--- src/rtl/bbmds_pkg.sv ---
// ============================================================================
// bbmds_pkg
// Shared types and constants of the buck-boost mode and duty selection core:
// modes, register indexes, controller and datapath command and status words.
// ============================================================================
package bbmds_pkg;

    // Field widths
    localparam int VOLT_W  = 16;
    localparam int DEN_W   = 15;
    localparam int DUTY_W  = 32;
    localparam int PROD_W  = 48;
    localparam int NUM_W   = 50;
    localparam int Q15_W   = 16;
    localparam int CFG_W   = 17;
    localparam int IDX_W   = 3;

    // Divider geometry: 32 quotient bits, two per cycle
    localparam int DIV_QBITS      = 32;
    localparam int DIV_RADIX_BITS = 2;
    localparam int DIV_STEPS      = DIV_QBITS / DIV_RADIX_BITS;
    localparam int DIV_CNT_W      = $clog2(DIV_STEPS);

    localparam logic signed [DUTY_W-1:0] INT32_MAX = 32'sh7FFF_FFFF;
    localparam logic signed [DUTY_W-1:0] INT32_MIN = 32'sh8000_0000;
    localparam logic [Q15_W-1:0]         Q15_ONE   = 16'h8000;

    // Register reset values, Q1.15
    localparam logic [15:0] RST_ENTER_DUAL  = 16'd27853;
    localparam logic [15:0] RST_DUTY_CEIL   = 16'd29491;
    localparam logic [16:0] RST_SUM_LIMIT   = 17'd58982;
    localparam logic [15:0] RST_LEAVE_DUAL  = 16'd22938;
    localparam logic [15:0] RST_FIXED_BOOST = 16'd29491;

    typedef enum logic [1:0] {
        MODE_BUCK  = 2'd0,
        MODE_BOOST = 2'd1,
        MODE_DUAL  = 2'd2
    } mode_t;

    typedef enum logic [IDX_W-1:0] {
        REG_ENTER_DUAL   = 3'd0,
        REG_DUTY_CEILING = 3'd1,
        REG_SUM_LIMIT    = 3'd2,
        REG_LEAVE_DUAL   = 3'd3,
        REG_FIXED_BOOST  = 3'd4,
        REG_INITIAL_MODE = 3'd5
    } cfg_index_t;

    typedef struct packed {
        logic [15:0] enter_thr;
        logic [15:0] ceiling;
        logic [16:0] sum_limit;
        logic [15:0] leave_thr;
        logic [15:0] fixed_boost;
    } cfg_t;

    // Division kinds; buck kinds write the buck duty, boost kinds the boost duty
    typedef enum logic [1:0] {
        DIV_BUCK_PLAIN       = 2'd0,
        DIV_BOOST_PLAIN      = 2'd1,
        DIV_BOOST_GIVEN_BUCK = 2'd2,
        DIV_BUCK_GIVEN_BOOST = 2'd3
    } div_kind_t;

    typedef enum logic [2:0] {
        SET_NONE     = 3'd0,
        SET_BK_ONE   = 3'd1,
        SET_BS_ONE   = 3'd2,
        SET_BK_CEIL  = 3'd3,
        SET_BS_CEIL  = 3'd4,
        SET_BS_FIXED = 3'd5,
        SET_BK_CUT   = 3'd6,
        SET_BS_CUT   = 3'd7
    } set_op_t;

    typedef struct packed {
        logic      load;
        logic      div_start;
        div_kind_t kind;
        set_op_t   set_op;
        logic      capture;
    } dp_cmd_t;

    typedef struct packed {
        logic div_done;
        logic bk_gt_enter;
        logic bs_gt_enter;
        logic bk_gt_ceil;
        logic sum_gt_limit;
        logic bs_lt_leave;
        logic bk_lt_leave;
    } dp_status_t;

    typedef enum logic [4:0] {
        ST_IDLE,
        ST_BK_PLAIN,
        ST_BK_CHECK,
        ST_BK_DUAL,
        ST_BS_PLAIN,
        ST_BS_CHECK,
        ST_BS_DUAL,
        ST_DL_PLAIN,
        ST_DL_CHECK,
        ST_CAP_DIV,
        ST_CAP_SUM,
        ST_CAP_CUT_DIV,
        ST_CAP_LEAVE,
        ST_CAP_EXIT_DIV,
        ST_FIX_DIV,
        ST_FIX_SUM,
        ST_FIX_CUT_DIV,
        ST_FIX_LEAVE,
        ST_FIX_EXIT_DIV,
        ST_OUT
    } ctrl_state_t;

    typedef enum logic [1:0] {
        DIV_IDLE,
        DIV_PREP,
        DIV_RUN,
        DIV_FIN
    } div_state_t;

endpackage

--- src/rtl/bbmds_regs.sv ---
// ============================================================================
// bbmds_regs
// Configuration register file; a write to the mode register also loads the
// operating mode through a one-cycle strobe.
// ============================================================================
module bbmds_regs (
    input  logic                          aclk,
    input  logic                          aresetn,
    input  logic                          cfg_valid,
    output logic                          cfg_ready,
    input  logic [bbmds_pkg::IDX_W-1:0]   cfg_index,
    input  logic [bbmds_pkg::CFG_W-1:0]   cfg_data,
    output bbmds_pkg::cfg_t               cfg,
    output logic                          mode_load,
    output bbmds_pkg::mode_t              mode_value
);

    bbmds_pkg::cfg_t cfg_reg;
    bbmds_pkg::cfg_t cfg_next;
    logic            wr_en;

    assign cfg_ready = 1'b1;
    assign wr_en     = cfg_valid & cfg_ready;
    assign cfg       = cfg_reg;

    // Decode the written word into the addressed register
    always_comb begin
        cfg_next  = cfg_reg;
        mode_load = 1'b0;
        if (wr_en) begin
            case (cfg_index)
                bbmds_pkg::REG_ENTER_DUAL:   cfg_next.enter_thr   = cfg_data[15:0];
                bbmds_pkg::REG_DUTY_CEILING: cfg_next.ceiling     = cfg_data[15:0];
                bbmds_pkg::REG_SUM_LIMIT:    cfg_next.sum_limit   = cfg_data[16:0];
                bbmds_pkg::REG_LEAVE_DUAL:   cfg_next.leave_thr   = cfg_data[15:0];
                bbmds_pkg::REG_FIXED_BOOST:  cfg_next.fixed_boost = cfg_data[15:0];
                bbmds_pkg::REG_INITIAL_MODE: mode_load            = 1'b1;
                default: ;
            endcase
        end
    end

    // Map mode code three onto buck
    always_comb begin
        case (cfg_data[1:0])
            bbmds_pkg::MODE_BOOST: mode_value = bbmds_pkg::MODE_BOOST;
            bbmds_pkg::MODE_DUAL:  mode_value = bbmds_pkg::MODE_DUAL;
            default:               mode_value = bbmds_pkg::MODE_BUCK;
        endcase
    end

    always_ff @(posedge aclk) begin
        if (!aresetn) begin
            cfg_reg.enter_thr   <= bbmds_pkg::RST_ENTER_DUAL;
            cfg_reg.ceiling     <= bbmds_pkg::RST_DUTY_CEIL;
            cfg_reg.sum_limit   <= bbmds_pkg::RST_SUM_LIMIT;
            cfg_reg.leave_thr   <= bbmds_pkg::RST_LEAVE_DUAL;
            cfg_reg.fixed_boost <= bbmds_pkg::RST_FIXED_BOOST;
        end else begin
            cfg_reg <= cfg_next;
        end
    end

endmodule

--- src/rtl/bbmds_div.sv ---
// ============================================================================
// bbmds_div
// Signed-by-positive restoring divider, two quotient bits per cycle. The
// quotient truncates toward zero and saturates to signed 32 bits.
// ============================================================================
module bbmds_div (
    input  logic                                 aclk,
    input  logic                                 aresetn,
    input  logic                                 start,
    input  logic signed [bbmds_pkg::NUM_W-1:0]   num,
    input  logic [bbmds_pkg::DEN_W-1:0]          den,
    output logic                                 done,
    output logic signed [bbmds_pkg::DUTY_W-1:0]  quot
);

    localparam int NW = bbmds_pkg::NUM_W;
    localparam int DW = bbmds_pkg::DEN_W;
    localparam int QW = bbmds_pkg::DIV_QBITS;
    localparam int CW = bbmds_pkg::DIV_CNT_W;

    bbmds_pkg::div_state_t state_reg, state_next;
    logic [NW-1:0]         abs_reg, abs_next;
    logic                  neg_reg, neg_next;
    logic [DW-1:0]         den_reg, den_next;
    logic                  ovf_reg, ovf_next;
    logic [DW-1:0]         rem_reg, rem_next;
    logic [QW-1:0]         qr_reg, qr_next;
    logic [CW-1:0]         cnt_reg, cnt_next;
    logic                  done_reg, done_next;
    logic signed [bbmds_pkg::DUTY_W-1:0] quot_reg, quot_next;

    logic [DW:0]           step_t;
    logic [DW-1:0]         step_r;
    logic [QW-1:0]         step_q;

    assign done = done_reg;
    assign quot = quot_reg;

    // Two restoring steps on the partial remainder
    always_comb begin
        step_r = rem_reg;
        step_q = qr_reg;
        step_t = '0;
        for (int i = 0; i < bbmds_pkg::DIV_RADIX_BITS; i++) begin
            step_t = {step_r, step_q[QW-1]};
            step_q = {step_q[QW-2:0], 1'b0};
            if (step_t >= {1'b0, den_reg}) begin
                step_t    = step_t - {1'b0, den_reg};
                step_q[0] = 1'b1;
            end
            step_r = step_t[DW-1:0];
        end
    end

    // Sequence: take magnitude, check range, iterate, sign and saturate
    always_comb begin
        state_next = state_reg;
        abs_next   = abs_reg;
        neg_next   = neg_reg;
        den_next   = den_reg;
        ovf_next   = ovf_reg;
        rem_next   = rem_reg;
        qr_next    = qr_reg;
        cnt_next   = cnt_reg;
        done_next  = 1'b0;
        quot_next  = quot_reg;
        case (state_reg)
            bbmds_pkg::DIV_IDLE: begin
                if (start) begin
                    neg_next   = num[NW-1];
                    abs_next   = num[NW-1] ? NW'(-num) : NW'(num);
                    den_next   = den;
                    state_next = bbmds_pkg::DIV_PREP;
                end
            end
            bbmds_pkg::DIV_PREP: begin
                ovf_next   = abs_reg[NW-1:QW-1] >= {{(NW-QW+1-DW){1'b0}}, den_reg};
                rem_next   = abs_reg[QW+DW-1:QW];
                qr_next    = abs_reg[QW-1:0];
                cnt_next   = '0;
                state_next = bbmds_pkg::DIV_RUN;
            end
            bbmds_pkg::DIV_RUN: begin
                rem_next = step_r;
                qr_next  = step_q;
                cnt_next = cnt_reg + 1'b1;
                if (cnt_reg == CW'(bbmds_pkg::DIV_STEPS - 1)) begin
                    state_next = bbmds_pkg::DIV_FIN;
                end
            end
            bbmds_pkg::DIV_FIN: begin
                if (ovf_reg) begin
                    quot_next = neg_reg ? bbmds_pkg::INT32_MIN : bbmds_pkg::INT32_MAX;
                end else begin
                    quot_next = neg_reg ? -$signed(qr_reg) : $signed(qr_reg);
                end
                done_next  = 1'b1;
                state_next = bbmds_pkg::DIV_IDLE;
            end
            default: state_next = bbmds_pkg::DIV_IDLE;
        endcase
    end

    always_ff @(posedge aclk) begin
        if (!aresetn) begin
            state_reg <= bbmds_pkg::DIV_IDLE;
            done_reg  <= 1'b0;
        end else begin
            state_reg <= state_next;
            done_reg  <= done_next;
        end
    end

    always_ff @(posedge aclk) begin
        abs_reg  <= abs_next;
        neg_reg  <= neg_next;
        den_reg  <= den_next;
        ovf_reg  <= ovf_next;
        rem_reg  <= rem_next;
        qr_reg   <= qr_next;
        cnt_reg  <= cnt_next;
        quot_reg <= quot_next;
    end

endmodule

--- src/rtl/bbmds_dp.sv ---
// ============================================================================
// bbmds_dp
// Duty datapath: sample registers, buck and boost duty registers, the
// numerator multiplier, the shared divider, comparisons and output format.
// ============================================================================
module bbmds_dp #(
    parameter int DUTY_FRAC_BITS = 15
) (
    input  logic                                aclk,
    input  logic                                aresetn,
    input  bbmds_pkg::dp_cmd_t                  cmd,
    output bbmds_pkg::dp_status_t               status,
    input  bbmds_pkg::cfg_t                     cfg,
    input  logic signed [bbmds_pkg::VOLT_W-1:0] in_inductor,
    input  logic signed [bbmds_pkg::VOLT_W-1:0] in_input,
    input  logic signed [bbmds_pkg::VOLT_W-1:0] in_output,
    output logic [bbmds_pkg::Q15_W-1:0]         buck_pwm,
    output logic [bbmds_pkg::Q15_W-1:0]         boost_pwm
);

    localparam int DW    = bbmds_pkg::DUTY_W;
    localparam int VW    = bbmds_pkg::VOLT_W;
    localparam int NW    = bbmds_pkg::NUM_W;
    localparam int PW    = bbmds_pkg::PROD_W;
    localparam int EW    = bbmds_pkg::DEN_W;
    localparam int SH_UP = (DUTY_FRAC_BITS > 15) ? DUTY_FRAC_BITS - 15 : 0;
    localparam int SH_DN = (DUTY_FRAC_BITS < 15) ? 15 - DUTY_FRAC_BITS : 0;
    localparam logic signed [DW-1:0] ONE_D = 32'sd1 <<< DUTY_FRAC_BITS;

    // Register value in Q1.15 to internal duty scale
    function automatic logic signed [DW-1:0] from_q15(input logic [16:0] r);
        logic [DW-1:0] w;
        w = {15'd0, r};
        if (DUTY_FRAC_BITS > 15) begin
            from_q15 = $signed(w << SH_UP);
        end else begin
            from_q15 = $signed(w >> SH_DN);
        end
    endfunction

    // Clamp to 0..1 and convert to Q1.15
    function automatic logic [bbmds_pkg::Q15_W-1:0] to_q15(input logic signed [DW-1:0] d);
        logic [DW-1:0] w;
        logic [DW-1:0] t;
        if (d < 0) begin
            w = '0;
        end else if (d > ONE_D) begin
            w = ONE_D;
        end else begin
            w = d;
        end
        t = (DUTY_FRAC_BITS > 15) ? (w >> SH_UP) : (w << SH_DN);
        to_q15 = t[bbmds_pkg::Q15_W-1:0];
    endfunction

    function automatic logic signed [DW-1:0] sat33(input logic signed [DW:0] v);
        if (v[DW] != v[DW-1]) begin
            sat33 = v[DW] ? bbmds_pkg::INT32_MIN : bbmds_pkg::INT32_MAX;
        end else begin
            sat33 = v[DW-1:0];
        end
    endfunction

    logic signed [VW-1:0]   vl_reg;
    logic [EW-1:0]          vi_reg, vo_reg;
    logic signed [DW-1:0]   bk_reg, bk_next;
    logic signed [DW-1:0]   bs_reg, bs_next;
    bbmds_pkg::div_kind_t   kind_reg;
    logic signed [PW-1:0]   prod_reg, prod_next;
    logic signed [NW-1:0]   num_reg, num_next;
    logic                   mul_vld_reg, num_vld_reg;
    logic [bbmds_pkg::Q15_W-1:0] buck_pwm_reg, boost_pwm_reg;

    logic                   issue_buck, kind_buck;
    logic signed [VW-1:0]   x_sel;
    logic signed [DW-1:0]   m_sel;
    logic signed [NW-1:0]   vl_wide, vl_term;
    logic [EW-1:0]          den_sel;
    logic                   div_done;
    logic signed [DW-1:0]   div_quot;

    logic signed [DW-1:0]   enter_d, ceil_d, lim_d, leave_d, fixed_d;
    logic signed [DW-1:0]   sum_d, bk_cut, bs_cut;

    assign enter_d = from_q15({1'b0, cfg.enter_thr});
    assign ceil_d  = from_q15({1'b0, cfg.ceiling});
    assign lim_d   = from_q15(cfg.sum_limit);
    assign leave_d = from_q15({1'b0, cfg.leave_thr});
    assign fixed_d = from_q15({1'b0, cfg.fixed_boost});

    // Buck kinds divide by input voltage, boost kinds by output voltage
    assign issue_buck = (cmd.kind == bbmds_pkg::DIV_BUCK_PLAIN) ||
                        (cmd.kind == bbmds_pkg::DIV_BUCK_GIVEN_BOOST);
    assign kind_buck  = (kind_reg == bbmds_pkg::DIV_BUCK_PLAIN) ||
                        (kind_reg == bbmds_pkg::DIV_BUCK_GIVEN_BOOST);

    // Product term of the numerator
    always_comb begin
        x_sel = issue_buck ? $signed({1'b0, vo_reg}) : $signed({1'b0, vi_reg});
        case (cmd.kind)
            bbmds_pkg::DIV_BOOST_GIVEN_BUCK: m_sel = bk_reg;
            bbmds_pkg::DIV_BUCK_GIVEN_BOOST: m_sel = bs_reg;
            default:                         m_sel = ONE_D;
        endcase
        prod_next = x_sel * m_sel;
    end

    // Add or remove the inductor term
    assign vl_wide = {{(NW-VW){vl_reg[VW-1]}}, vl_reg};
    assign vl_term = vl_wide <<< DUTY_FRAC_BITS;
    assign num_next = kind_buck ? ({{(NW-PW){prod_reg[PW-1]}}, prod_reg} + vl_term)
                                : ({{(NW-PW){prod_reg[PW-1]}}, prod_reg} - vl_term);
    assign den_sel  = kind_buck ? vi_reg : vo_reg;

    bbmds_div u_div (
        .aclk    (aclk),
        .aresetn (aresetn),
        .start   (num_vld_reg),
        .num     (num_reg),
        .den     (den_sel),
        .done    (div_done),
        .quot    (div_quot)
    );

    // Saturated sum and cut-back values
    assign sum_d  = sat33({bk_reg[DW-1], bk_reg} + {bs_reg[DW-1], bs_reg});
    assign bk_cut = sat33({lim_d[DW-1], lim_d} - {bs_reg[DW-1], bs_reg});
    assign bs_cut = sat33({lim_d[DW-1], lim_d} - {bk_reg[DW-1], bk_reg});

    // Update the duty registers
    always_comb begin
        bk_next = bk_reg;
        bs_next = bs_reg;
        if (div_done) begin
            if (kind_buck) begin
                bk_next = div_quot;
            end else begin
                bs_next = div_quot;
            end
        end else begin
            case (cmd.set_op)
                bbmds_pkg::SET_BK_ONE:   bk_next = ONE_D;
                bbmds_pkg::SET_BS_ONE:   bs_next = ONE_D;
                bbmds_pkg::SET_BK_CEIL:  bk_next = ceil_d;
                bbmds_pkg::SET_BS_CEIL:  bs_next = ceil_d;
                bbmds_pkg::SET_BS_FIXED: bs_next = fixed_d;
                bbmds_pkg::SET_BK_CUT:   bk_next = bk_cut;
                bbmds_pkg::SET_BS_CUT:   bs_next = bs_cut;
                default: ;
            endcase
        end
    end

    // Report decisions to the controller
    always_comb begin
        status.div_done     = div_done;
        status.bk_gt_enter  = bk_reg > enter_d;
        status.bs_gt_enter  = bs_reg > enter_d;
        status.bk_gt_ceil   = bk_reg > ceil_d;
        status.sum_gt_limit = sum_d > lim_d;
        status.bs_lt_leave  = bs_reg < leave_d;
        status.bk_lt_leave  = bk_reg < leave_d;
    end

    assign buck_pwm  = buck_pwm_reg;
    assign boost_pwm = boost_pwm_reg;

    always_ff @(posedge aclk) begin
        if (!aresetn) begin
            mul_vld_reg <= 1'b0;
            num_vld_reg <= 1'b0;
        end else begin
            mul_vld_reg <= cmd.div_start;
            num_vld_reg <= mul_vld_reg;
        end
    end

    // Floor the input and output voltages to one LSB on load
    always_ff @(posedge aclk) begin
        if (cmd.load) begin
            vl_reg <= in_inductor;
            vi_reg <= (in_input < 16'sd1) ? EW'(1) : in_input[EW-1:0];
            vo_reg <= (in_output < 16'sd1) ? EW'(1) : in_output[EW-1:0];
        end
        if (cmd.div_start) begin
            kind_reg <= cmd.kind;
            prod_reg <= prod_next;
        end
        if (mul_vld_reg) begin
            num_reg <= num_next;
        end
        if (cmd.capture) begin
            buck_pwm_reg  <= to_q15(bk_reg);
            boost_pwm_reg <= to_q15(bs_reg);
        end
        bk_reg <= bk_next;
        bs_reg <= bs_next;
    end

endmodule

--- src/rtl/bbmds_ctrl.sv ---
// ============================================================================
// bbmds_ctrl
// Step sequencer: holds the operating mode, walks the division and decision
// steps of one word and drives both handshakes.
// ============================================================================
module bbmds_ctrl (
    input  logic                  aclk,
    input  logic                  aresetn,
    input  logic                  s_valid,
    output logic                  s_ready,
    output logic                  m_valid,
    input  logic                  m_ready,
    output bbmds_pkg::mode_t      m_mode,
    input  logic                  mode_load,
    input  bbmds_pkg::mode_t      mode_value,
    input  bbmds_pkg::dp_status_t status,
    output bbmds_pkg::dp_cmd_t    cmd
);

    bbmds_pkg::ctrl_state_t state_reg, state_next;
    bbmds_pkg::mode_t       mode_reg, mode_next;
    bbmds_pkg::mode_t       m_mode_reg, m_mode_next;
    logic                   issued_reg, issued_next;
    logic                   m_valid_reg, m_valid_next;

    logic                   is_div;
    bbmds_pkg::div_kind_t   div_kind;
    bbmds_pkg::ctrl_state_t div_after;

    assign s_ready = (state_reg == bbmds_pkg::ST_IDLE);
    assign m_valid = m_valid_reg;
    assign m_mode  = m_mode_reg;

    // Division steps: kind and the step that follows
    always_comb begin
        is_div    = 1'b1;
        div_kind  = bbmds_pkg::DIV_BUCK_PLAIN;
        div_after = bbmds_pkg::ST_OUT;
        case (state_reg)
            bbmds_pkg::ST_BK_PLAIN: begin
                div_kind  = bbmds_pkg::DIV_BUCK_PLAIN;
                div_after = bbmds_pkg::ST_BK_CHECK;
            end
            bbmds_pkg::ST_BK_DUAL: begin
                div_kind  = bbmds_pkg::DIV_BUCK_GIVEN_BOOST;
            end
            bbmds_pkg::ST_BS_PLAIN: begin
                div_kind  = bbmds_pkg::DIV_BOOST_PLAIN;
                div_after = bbmds_pkg::ST_BS_CHECK;
            end
            bbmds_pkg::ST_BS_DUAL: begin
                div_kind  = bbmds_pkg::DIV_BOOST_GIVEN_BUCK;
            end
            bbmds_pkg::ST_DL_PLAIN: begin
                div_kind  = bbmds_pkg::DIV_BUCK_PLAIN;
                div_after = bbmds_pkg::ST_DL_CHECK;
            end
            bbmds_pkg::ST_CAP_DIV: begin
                div_kind  = bbmds_pkg::DIV_BOOST_GIVEN_BUCK;
                div_after = bbmds_pkg::ST_CAP_SUM;
            end
            bbmds_pkg::ST_CAP_CUT_DIV: begin
                div_kind  = bbmds_pkg::DIV_BOOST_GIVEN_BUCK;
                div_after = bbmds_pkg::ST_CAP_LEAVE;
            end
            bbmds_pkg::ST_CAP_EXIT_DIV: begin
                div_kind  = bbmds_pkg::DIV_BOOST_PLAIN;
            end
            bbmds_pkg::ST_FIX_DIV: begin
                div_kind  = bbmds_pkg::DIV_BUCK_GIVEN_BOOST;
                div_after = bbmds_pkg::ST_FIX_SUM;
            end
            bbmds_pkg::ST_FIX_CUT_DIV: begin
                div_kind  = bbmds_pkg::DIV_BUCK_GIVEN_BOOST;
                div_after = bbmds_pkg::ST_FIX_LEAVE;
            end
            bbmds_pkg::ST_FIX_EXIT_DIV: begin
                div_kind  = bbmds_pkg::DIV_BUCK_PLAIN;
            end
            default: is_div = 1'b0;
        endcase
    end

    // Next state and datapath commands
    always_comb begin
        state_next   = state_reg;
        mode_next    = mode_reg;
        m_mode_next  = m_mode_reg;
        issued_next  = issued_reg;
        m_valid_next = m_valid_reg & ~m_ready;
        cmd.load      = 1'b0;
        cmd.div_start = 1'b0;
        cmd.kind      = div_kind;
        cmd.set_op    = bbmds_pkg::SET_NONE;
        cmd.capture   = 1'b0;

        if (is_div) begin
            // Issue once, then wait for the quotient
            if (!issued_reg) begin
                cmd.div_start = 1'b1;
                issued_next   = 1'b1;
            end else if (status.div_done) begin
                issued_next = 1'b0;
                state_next  = div_after;
            end
        end else begin
            case (state_reg)
                bbmds_pkg::ST_IDLE: begin
                    if (s_valid) begin
                        cmd.load = 1'b1;
                        case (mode_reg)
                            bbmds_pkg::MODE_BOOST: state_next = bbmds_pkg::ST_BS_PLAIN;
                            bbmds_pkg::MODE_DUAL:  state_next = bbmds_pkg::ST_DL_PLAIN;
                            default: begin
                                mode_next  = bbmds_pkg::MODE_BUCK;
                                state_next = bbmds_pkg::ST_BK_PLAIN;
                            end
                        endcase
                    end
                end
                bbmds_pkg::ST_BK_CHECK: begin
                    if (status.bk_gt_enter) begin
                        cmd.set_op = bbmds_pkg::SET_BS_CEIL;
                        mode_next  = bbmds_pkg::MODE_DUAL;
                        state_next = bbmds_pkg::ST_BK_DUAL;
                    end else begin
                        cmd.set_op = bbmds_pkg::SET_BS_ONE;
                        state_next = bbmds_pkg::ST_OUT;
                    end
                end
                bbmds_pkg::ST_BS_CHECK: begin
                    if (status.bs_gt_enter) begin
                        cmd.set_op = bbmds_pkg::SET_BK_CEIL;
                        mode_next  = bbmds_pkg::MODE_DUAL;
                        state_next = bbmds_pkg::ST_BS_DUAL;
                    end else begin
                        cmd.set_op = bbmds_pkg::SET_BK_ONE;
                        state_next = bbmds_pkg::ST_OUT;
                    end
                end
                bbmds_pkg::ST_DL_CHECK: begin
                    if (status.bk_gt_ceil) begin
                        cmd.set_op = bbmds_pkg::SET_BK_CEIL;
                        state_next = bbmds_pkg::ST_CAP_DIV;
                    end else begin
                        cmd.set_op = bbmds_pkg::SET_BS_FIXED;
                        state_next = bbmds_pkg::ST_FIX_DIV;
                    end
                end
                bbmds_pkg::ST_CAP_SUM: begin
                    if (status.sum_gt_limit) begin
                        cmd.set_op = bbmds_pkg::SET_BK_CUT;
                        state_next = bbmds_pkg::ST_CAP_CUT_DIV;
                    end else begin
                        state_next = bbmds_pkg::ST_CAP_LEAVE;
                    end
                end
                bbmds_pkg::ST_CAP_LEAVE: begin
                    if (status.bs_lt_leave) begin
                        cmd.set_op = bbmds_pkg::SET_BK_ONE;
                        mode_next  = bbmds_pkg::MODE_BOOST;
                        state_next = bbmds_pkg::ST_CAP_EXIT_DIV;
                    end else begin
                        state_next = bbmds_pkg::ST_OUT;
                    end
                end
                bbmds_pkg::ST_FIX_SUM: begin
                    if (status.sum_gt_limit) begin
                        cmd.set_op = bbmds_pkg::SET_BS_CUT;
                        state_next = bbmds_pkg::ST_FIX_CUT_DIV;
                    end else begin
                        state_next = bbmds_pkg::ST_FIX_LEAVE;
                    end
                end
                bbmds_pkg::ST_FIX_LEAVE: begin
                    if (status.bk_lt_leave) begin
                        cmd.set_op = bbmds_pkg::SET_BS_ONE;
                        mode_next  = bbmds_pkg::MODE_BUCK;
                        state_next = bbmds_pkg::ST_FIX_EXIT_DIV;
                    end else begin
                        state_next = bbmds_pkg::ST_OUT;
                    end
                end
                bbmds_pkg::ST_OUT: begin
                    // Hand the word to the output register once it is free
                    if (!m_valid_reg || m_ready) begin
                        cmd.capture  = 1'b1;
                        m_valid_next = 1'b1;
                        m_mode_next  = mode_reg;
                        state_next   = bbmds_pkg::ST_IDLE;
                    end
                end
                default: state_next = bbmds_pkg::ST_IDLE;
            endcase
        end

        // Mode register write from the configuration port
        if (mode_load) begin
            mode_next = mode_value;
        end
    end

    always_ff @(posedge aclk) begin
        if (!aresetn) begin
            state_reg   <= bbmds_pkg::ST_IDLE;
            mode_reg    <= bbmds_pkg::MODE_BUCK;
            issued_reg  <= 1'b0;
            m_valid_reg <= 1'b0;
        end else begin
            state_reg   <= state_next;
            mode_reg    <= mode_next;
            issued_reg  <= issued_next;
            m_valid_reg <= m_valid_next;
        end
    end

    always_ff @(posedge aclk) begin
        m_mode_reg <= m_mode_next;
    end

endmodule

--- src/rtl/buck_boost_mode_duty_select_core.sv ---
// ============================================================================
// buck_boost_mode_duty_select_core
// Mode selection and buck/boost duty computation for a four-switch stage.
// ============================================================================
// Usage:
//   Input channel (s_valid/s_ready) takes one word of inductor, input and
//   output voltage. Output channel (m_valid/m_ready) returns one word per
//   input: buck duty, boost duty (Q1.15), half-frequency flag and the mode
//   after the step. Configuration (cfg_valid/cfg_ready, always ready) writes
//   the thresholds and loads the mode; the user must do so only while the
//   core is idle, as the core itself does not enforce this. Each word runs
//   through one to four divisions on a shared divider that yields two
//   quotient bits per cycle; a division runs through multiply, numerator,
//   range check, 16 steps and sign. The next input word is accepted only
//   after the current word has run through all of its divisions.
//   The result sits in an output register, so the next word is accepted
//   while it waits; a stalled receiver only holds the core before it would
//   overwrite that register.
//   Reset returns the thresholds to their defaults and the mode to buck,
//   and drops any word in flight.
// ============================================================================
module buck_boost_mode_duty_select_core #(
    parameter int DUTY_FRAC_BITS = 15
) (
    input  logic                                aclk,
    input  logic                                aresetn,
    input  logic                                s_valid,
    output logic                                s_ready,
    input  logic signed [bbmds_pkg::VOLT_W-1:0] s_inductor_voltage,
    input  logic signed [bbmds_pkg::VOLT_W-1:0] s_input_voltage,
    input  logic signed [bbmds_pkg::VOLT_W-1:0] s_output_voltage,
    output logic                                m_valid,
    input  logic                                m_ready,
    output logic [bbmds_pkg::Q15_W-1:0]         m_buck_pwm,
    output logic [bbmds_pkg::Q15_W-1:0]         m_boost_pwm,
    output logic                                m_half_frequency,
    output logic [1:0]                          m_mode_now,
    input  logic                                cfg_valid,
    output logic                                cfg_ready,
    input  logic [bbmds_pkg::IDX_W-1:0]         cfg_index,
    input  logic [bbmds_pkg::CFG_W-1:0]         cfg_data
);

    bbmds_pkg::cfg_t       cfg;
    logic                  mode_load;
    bbmds_pkg::mode_t      mode_value;
    bbmds_pkg::mode_t      m_mode;
    bbmds_pkg::dp_cmd_t    cmd;
    bbmds_pkg::dp_status_t status;

    bbmds_regs u_regs (
        .aclk       (aclk),
        .aresetn    (aresetn),
        .cfg_valid  (cfg_valid),
        .cfg_ready  (cfg_ready),
        .cfg_index  (cfg_index),
        .cfg_data   (cfg_data),
        .cfg        (cfg),
        .mode_load  (mode_load),
        .mode_value (mode_value)
    );

    bbmds_ctrl u_ctrl (
        .aclk       (aclk),
        .aresetn    (aresetn),
        .s_valid    (s_valid),
        .s_ready    (s_ready),
        .m_valid    (m_valid),
        .m_ready    (m_ready),
        .m_mode     (m_mode),
        .mode_load  (mode_load),
        .mode_value (mode_value),
        .status     (status),
        .cmd        (cmd)
    );

    bbmds_dp #(
        .DUTY_FRAC_BITS (DUTY_FRAC_BITS)
    ) u_dp (
        .aclk        (aclk),
        .aresetn     (aresetn),
        .cmd         (cmd),
        .status      (status),
        .cfg         (cfg),
        .in_inductor (s_inductor_voltage),
        .in_input    (s_input_voltage),
        .in_output   (s_output_voltage),
        .buck_pwm    (m_buck_pwm),
        .boost_pwm   (m_boost_pwm)
    );

    assign m_mode_now       = m_mode;
    assign m_half_frequency = (m_mode == bbmds_pkg::MODE_DUAL);

    // Duties never exceed 1.0
    a_duty_range: assert property (@(posedge aclk) disable iff (!aresetn)
        m_valid |-> (m_buck_pwm <= bbmds_pkg::Q15_ONE) &&
                    (m_boost_pwm <= bbmds_pkg::Q15_ONE))
        else $error("duty above 1.0 on output");

    // Buck mode runs the boost leg at full duty
    a_buck_boost_one: assert property (@(posedge aclk) disable iff (!aresetn)
        (m_valid && m_mode_now == bbmds_pkg::MODE_BUCK) |->
        (m_boost_pwm == bbmds_pkg::Q15_ONE))
        else $error("boost duty not 1.0 in buck mode");

    // Boost mode runs the buck leg at full duty
    a_boost_buck_one: assert property (@(posedge aclk) disable iff (!aresetn)
        (m_valid && m_mode_now == bbmds_pkg::MODE_BOOST) |->
        (m_buck_pwm == bbmds_pkg::Q15_ONE))
        else $error("buck duty not 1.0 in boost mode");

    // One word at a time: no acceptance right after an acceptance
    a_one_in_flight: assert property (@(posedge aclk) disable iff (!aresetn)
        (s_valid && s_ready) |=> !s_ready)
        else $error("input accepted while a word is in flight");

endmodule
--- config.mk ---
export PLATFORM = sky130hd
export DESIGN_NAME = buck_boost_mode_duty_select_core
export DESIGN_NICKNAME = d
export VERILOG_FILES = /design/src/rtl/bbmds_pkg.sv /design/src/rtl/bbmds_regs.sv /design/src/rtl/bbmds_div.sv /design/src/rtl/bbmds_dp.sv /design/src/rtl/bbmds_ctrl.sv /design/src/rtl/buck_boost_mode_duty_select_core.sv
export SDC_FILE = /design/constraint.sdc
export NUM_CORES = 2
export LEC_CHECK = 0
export BUFFER_PORTS_ARGS = -buffer_cell sky130_fd_sc_hd__buf_2
export CORE_UTILIZATION = 60
export DETAILED_ROUTE_END_ITERATION = 16
export HOLD_SLACK_MARGIN = 0.03
export PLACE_DENSITY_LB_ADDON = 0.2
export RECOVER_POWER = 25
export SLEW_MARGIN = 5
export SYNTH_ARGS = -nofsm -noshare
export SYNTH_HDL_FRONTEND = slang
export SYNTH_SLANG_ARGS = --single-unit
--- constraint.sdc ---
create_clock -name aclk -period 10.2 [get_ports aclk]
set_input_delay 0 -clock aclk [delete_from_list [all_inputs] [get_ports aclk]]
set_output_delay 0 -clock aclk [all_outputs]
set_load 0.01 [all_outputs]
==> out/metrics.cfg <==
[outcome]
status = finished with violations
violations = capacitance limit, slew limit

[worst_setup_path]
crit_arrival_ns = 9.92
cp_slowest_cell = ha_2
worstSetupPathType = flip-flop to flip-flop
required_ns = 10.55
path_buf_inv = 7
crit_path_frequent_cell = fa_1
r2r-end = u_dp.prod_reg[40]$_DFFE_PP_
rr_startpoint = u_ctrl.state_reg[0]$_SDFFE_PN0P_
slowest_delay_ns = 0.68
r2r_slack_ns = 0.64
crit_fanout = 19
critPathTopFamily = adder cells
cp-end-kind = flip-flop
ff2ff_path_depth = 31
critPathLaunchType = flip-flop

[clock_tree]
cts.htree.levels = 2
cts_setup_buffers = 0
clock_latency_ns = 0.63
postCtsHoldBufs = 87
cts-resized-gates = 0
clkTransAtPathRegs_ns = 0.06
cts_tree = done
root_buffer = clkbuf_16
clkSinkCount = 488
clock_path_buffers = 3
numCtsBuffers = 51

[cells_and_area]
largest_reg_flops = 81
fin_nets = 6178
n_fill_cell = 6514
seqCellArea_um2 = 13700
area_growth_pct = 9.593
multi_input_area_um2 = 30850
drive_above_1_share_pct = 6.600

[routing]
num_vias = 39970
first_pass_iters = 8
vias_per_cell = 6.271
finalWirelength_mm = 155.5
drcViolationCount = 0
wire_per_inst_um = 24.39
drtIter0Drc = 4322
ant_nets = 0

[synth]
netlist_instances = 5112
synth_most_common_cell = inv_1
yosys-top-cells-area = edfxtp_1 25%, fa_1 19%, ha_1 9.7%
synth.avg_cell_area_um2 = 9.334
synthFlopType = edfxtp_1
async_reset_ff_share_pct = 0
synth_commonest_cells = 684 x inv_1, 635 x nand2_1, 462 x nor2_1
synth_edf_count = 393
synth_top_area_share_pct = 24.73
yosysSeqAreaShare_pct = 28.72
yosys_warnings = 0
ys_seq_elements = 488
synth_cell_types = 89
synth.largest_area_cell = edfxtp_1
syn_nets = 6015
syn_area_um2 = 47710

[placed_design]
numPortBuffers = 109
place_congestion = 1.099
dp_hpwl_mm = 120.6

[sta]
worst_pin_slew_ns = 2.733
finalMaxSlewViolations = 234
rsz0062_at_grt = false
holdWs_ns = 0.05938
period_share_pct = 93.77
setup_violations = 0
period_needed_ns = 9.564
hold_viol_final = 0
fin_skew_ns = 0.03093
relSlewSlack_pct = -82.18
setup_tns_ns = 0
fmax_mhz = 104.6

[flow_run]
maxCapViolCount = 6

[die]
fp.coreArea_um2 = 78870
rows = 103
dieArea_um2 = 80650
die_y_um = 284.0
start_util_pct = 60.50
die_w_um = 284.0
io_pins = 111

[min_path]
worstHoldPathCells = 6
min_path_type = primary input to flip-flop
hold_path_end = u_regs.cfg[70]$_SDFFE_PN0P_
worst_hold_startpoint = cfg_valid

[global_routing]
grt_max_degree = 67
grt_pass1_wl_mm = 235.7
gr-usage-all-layers_pct = 38.70
grt-ovfl-total = 0
antenna_found_initial = 8
grt_pass1_vias = 39020

==> layer usage <==
metal  routed length [um]  GRT usage, %  vias to the layer above
li1                     -             -                    17740
met1                61100         52.53                    19540
met2                67440         57.78                     2246
met3                18930         10.72                      433
met4                 7842         17.38                        6
met5                  168        0.9524                        -
==> cell type report <==
type | instances | area share (%)
Sequential cell | 488 | 26.21
Multi-Input combinational cell | 3741 | 59.00
Timing Repair Buffer | 308 | 4.144
Inverter | 685 | 4.917
Clock inverter | 36 | 0.6389
Tap cell | 1050 | 2.512
Antenna cell | 6 | 0.02871
Clock buffer | 60 | 2.546
==> cells by family (layout without fill, tap and decap cells) <==
logic type | after synthesis | in the layout | synth area share (%)
AOI/OAI and AO/OA | 1021 | 1021 | 14.39
xor gates and xnor gates | 253 | 253 | 4.644
adders and majority gates | 830 | 830 | 29.00
buffers and inverters | 883 | 1089 | 6.983
DFF | 488 | 488 | 28.72
muxes | 69 | 69 | 1.579
other | 2 | 8 | 0.01574
and+or+nand+nor | 1566 | 1566 | 14.67
==> placed cells by master (no fill, tap or decap), types with 41 or more instances in the layout <==
master / synthesis / final
a21o_1: 99 / 99
nor4_1: 49 / 48
and2_1: 46 / 41
nor2b_1: 55 / 53
ha_1: 370 / 367
inv_1: 684 / 684
nand2b_1: 46 / 46
clkbuf_16: 0 / 52
a21oi_1: 277 / 274
a22o_1: 50 / 50
dfxtp_1: 95 / 94
xnor2_1: 175 / 174
edfxtp_1: 393 / 393
nand3_1: 66 / 66
xor2_1: 78 / 77
buf_2: 5 / 55
nor3_1: 64 / 63
o21ai_0: 152 / 152
mux2_2: 50 / 50
clkbuf_1: 167 / 68
fa_1: 460 / 460
o211ai_1: 74 / 74
dlygate4sd3_1: 0 / 87
buf_4: 1 / 106
nor2_1: 462 / 461
nand2_1: 635 / 635
==> worst max-delay path by stage <==
| stage | from | to | slack (ns) | depth (start not counted) |
|---|---|---|---|---|
| global route | u_ctrl.state_reg[0]$_SDFFE_PN0P_ | u_dp.prod_reg[47]$_DFFE_PP_ | 0.16 | 32 |
| floorplan | u_ctrl.state_reg[1]$_SDFFE_PN0P_ | u_dp.prod_reg[47]$_DFFE_PP_ | 1.14 | 31 |
| CTS | u_ctrl.state_reg[0]$_SDFFE_PN0P_ | u_dp.prod_reg[44]$_DFFE_PP_ | 0.72 | 30 |
| global placement | u_ctrl.state_reg[0]$_SDFFE_PN0P_ | u_dp.prod_reg[44]$_DFFE_PP_ | 0.86 | 29 |
| finish | u_ctrl.state_reg[0]$_SDFFE_PN0P_ | u_dp.prod_reg[40]$_DFFE_PP_ | 0.64 | 31 |
| detailed placement | u_ctrl.state_reg[0]$_SDFFE_PN0P_ | u_dp.prod_reg[44]$_DFFE_PP_ | 0.78 | 30 |
==> through the flow <==
stage          utilization [%]  worst slack [ns]  instance area (um2)  std cells
6_report                 66.30            0.6357                52290       6374
4_1_cts                  66.40            0.7245                52370       6368
3_5_place_dp             63.19            0.7791                49840       6185
3_3_place_gp             63.19            0.8600                49840       6185
2_1_floorplan                -             1.137                47710       5112
5_1_grt                  66.28            0.1593                52280       6368
==> worst min-delay path, stage by stage <==
cell      delay (ns)
buf_2           0.14
nand2b_1        0.11
nor3_2          0.04
buf_4           0.20
nand2_1         0.09
a21oi_1         0.05
Power is not shown: default switching activity piles up to over one toggle a cycle in this logic, so the estimate is an artifact.
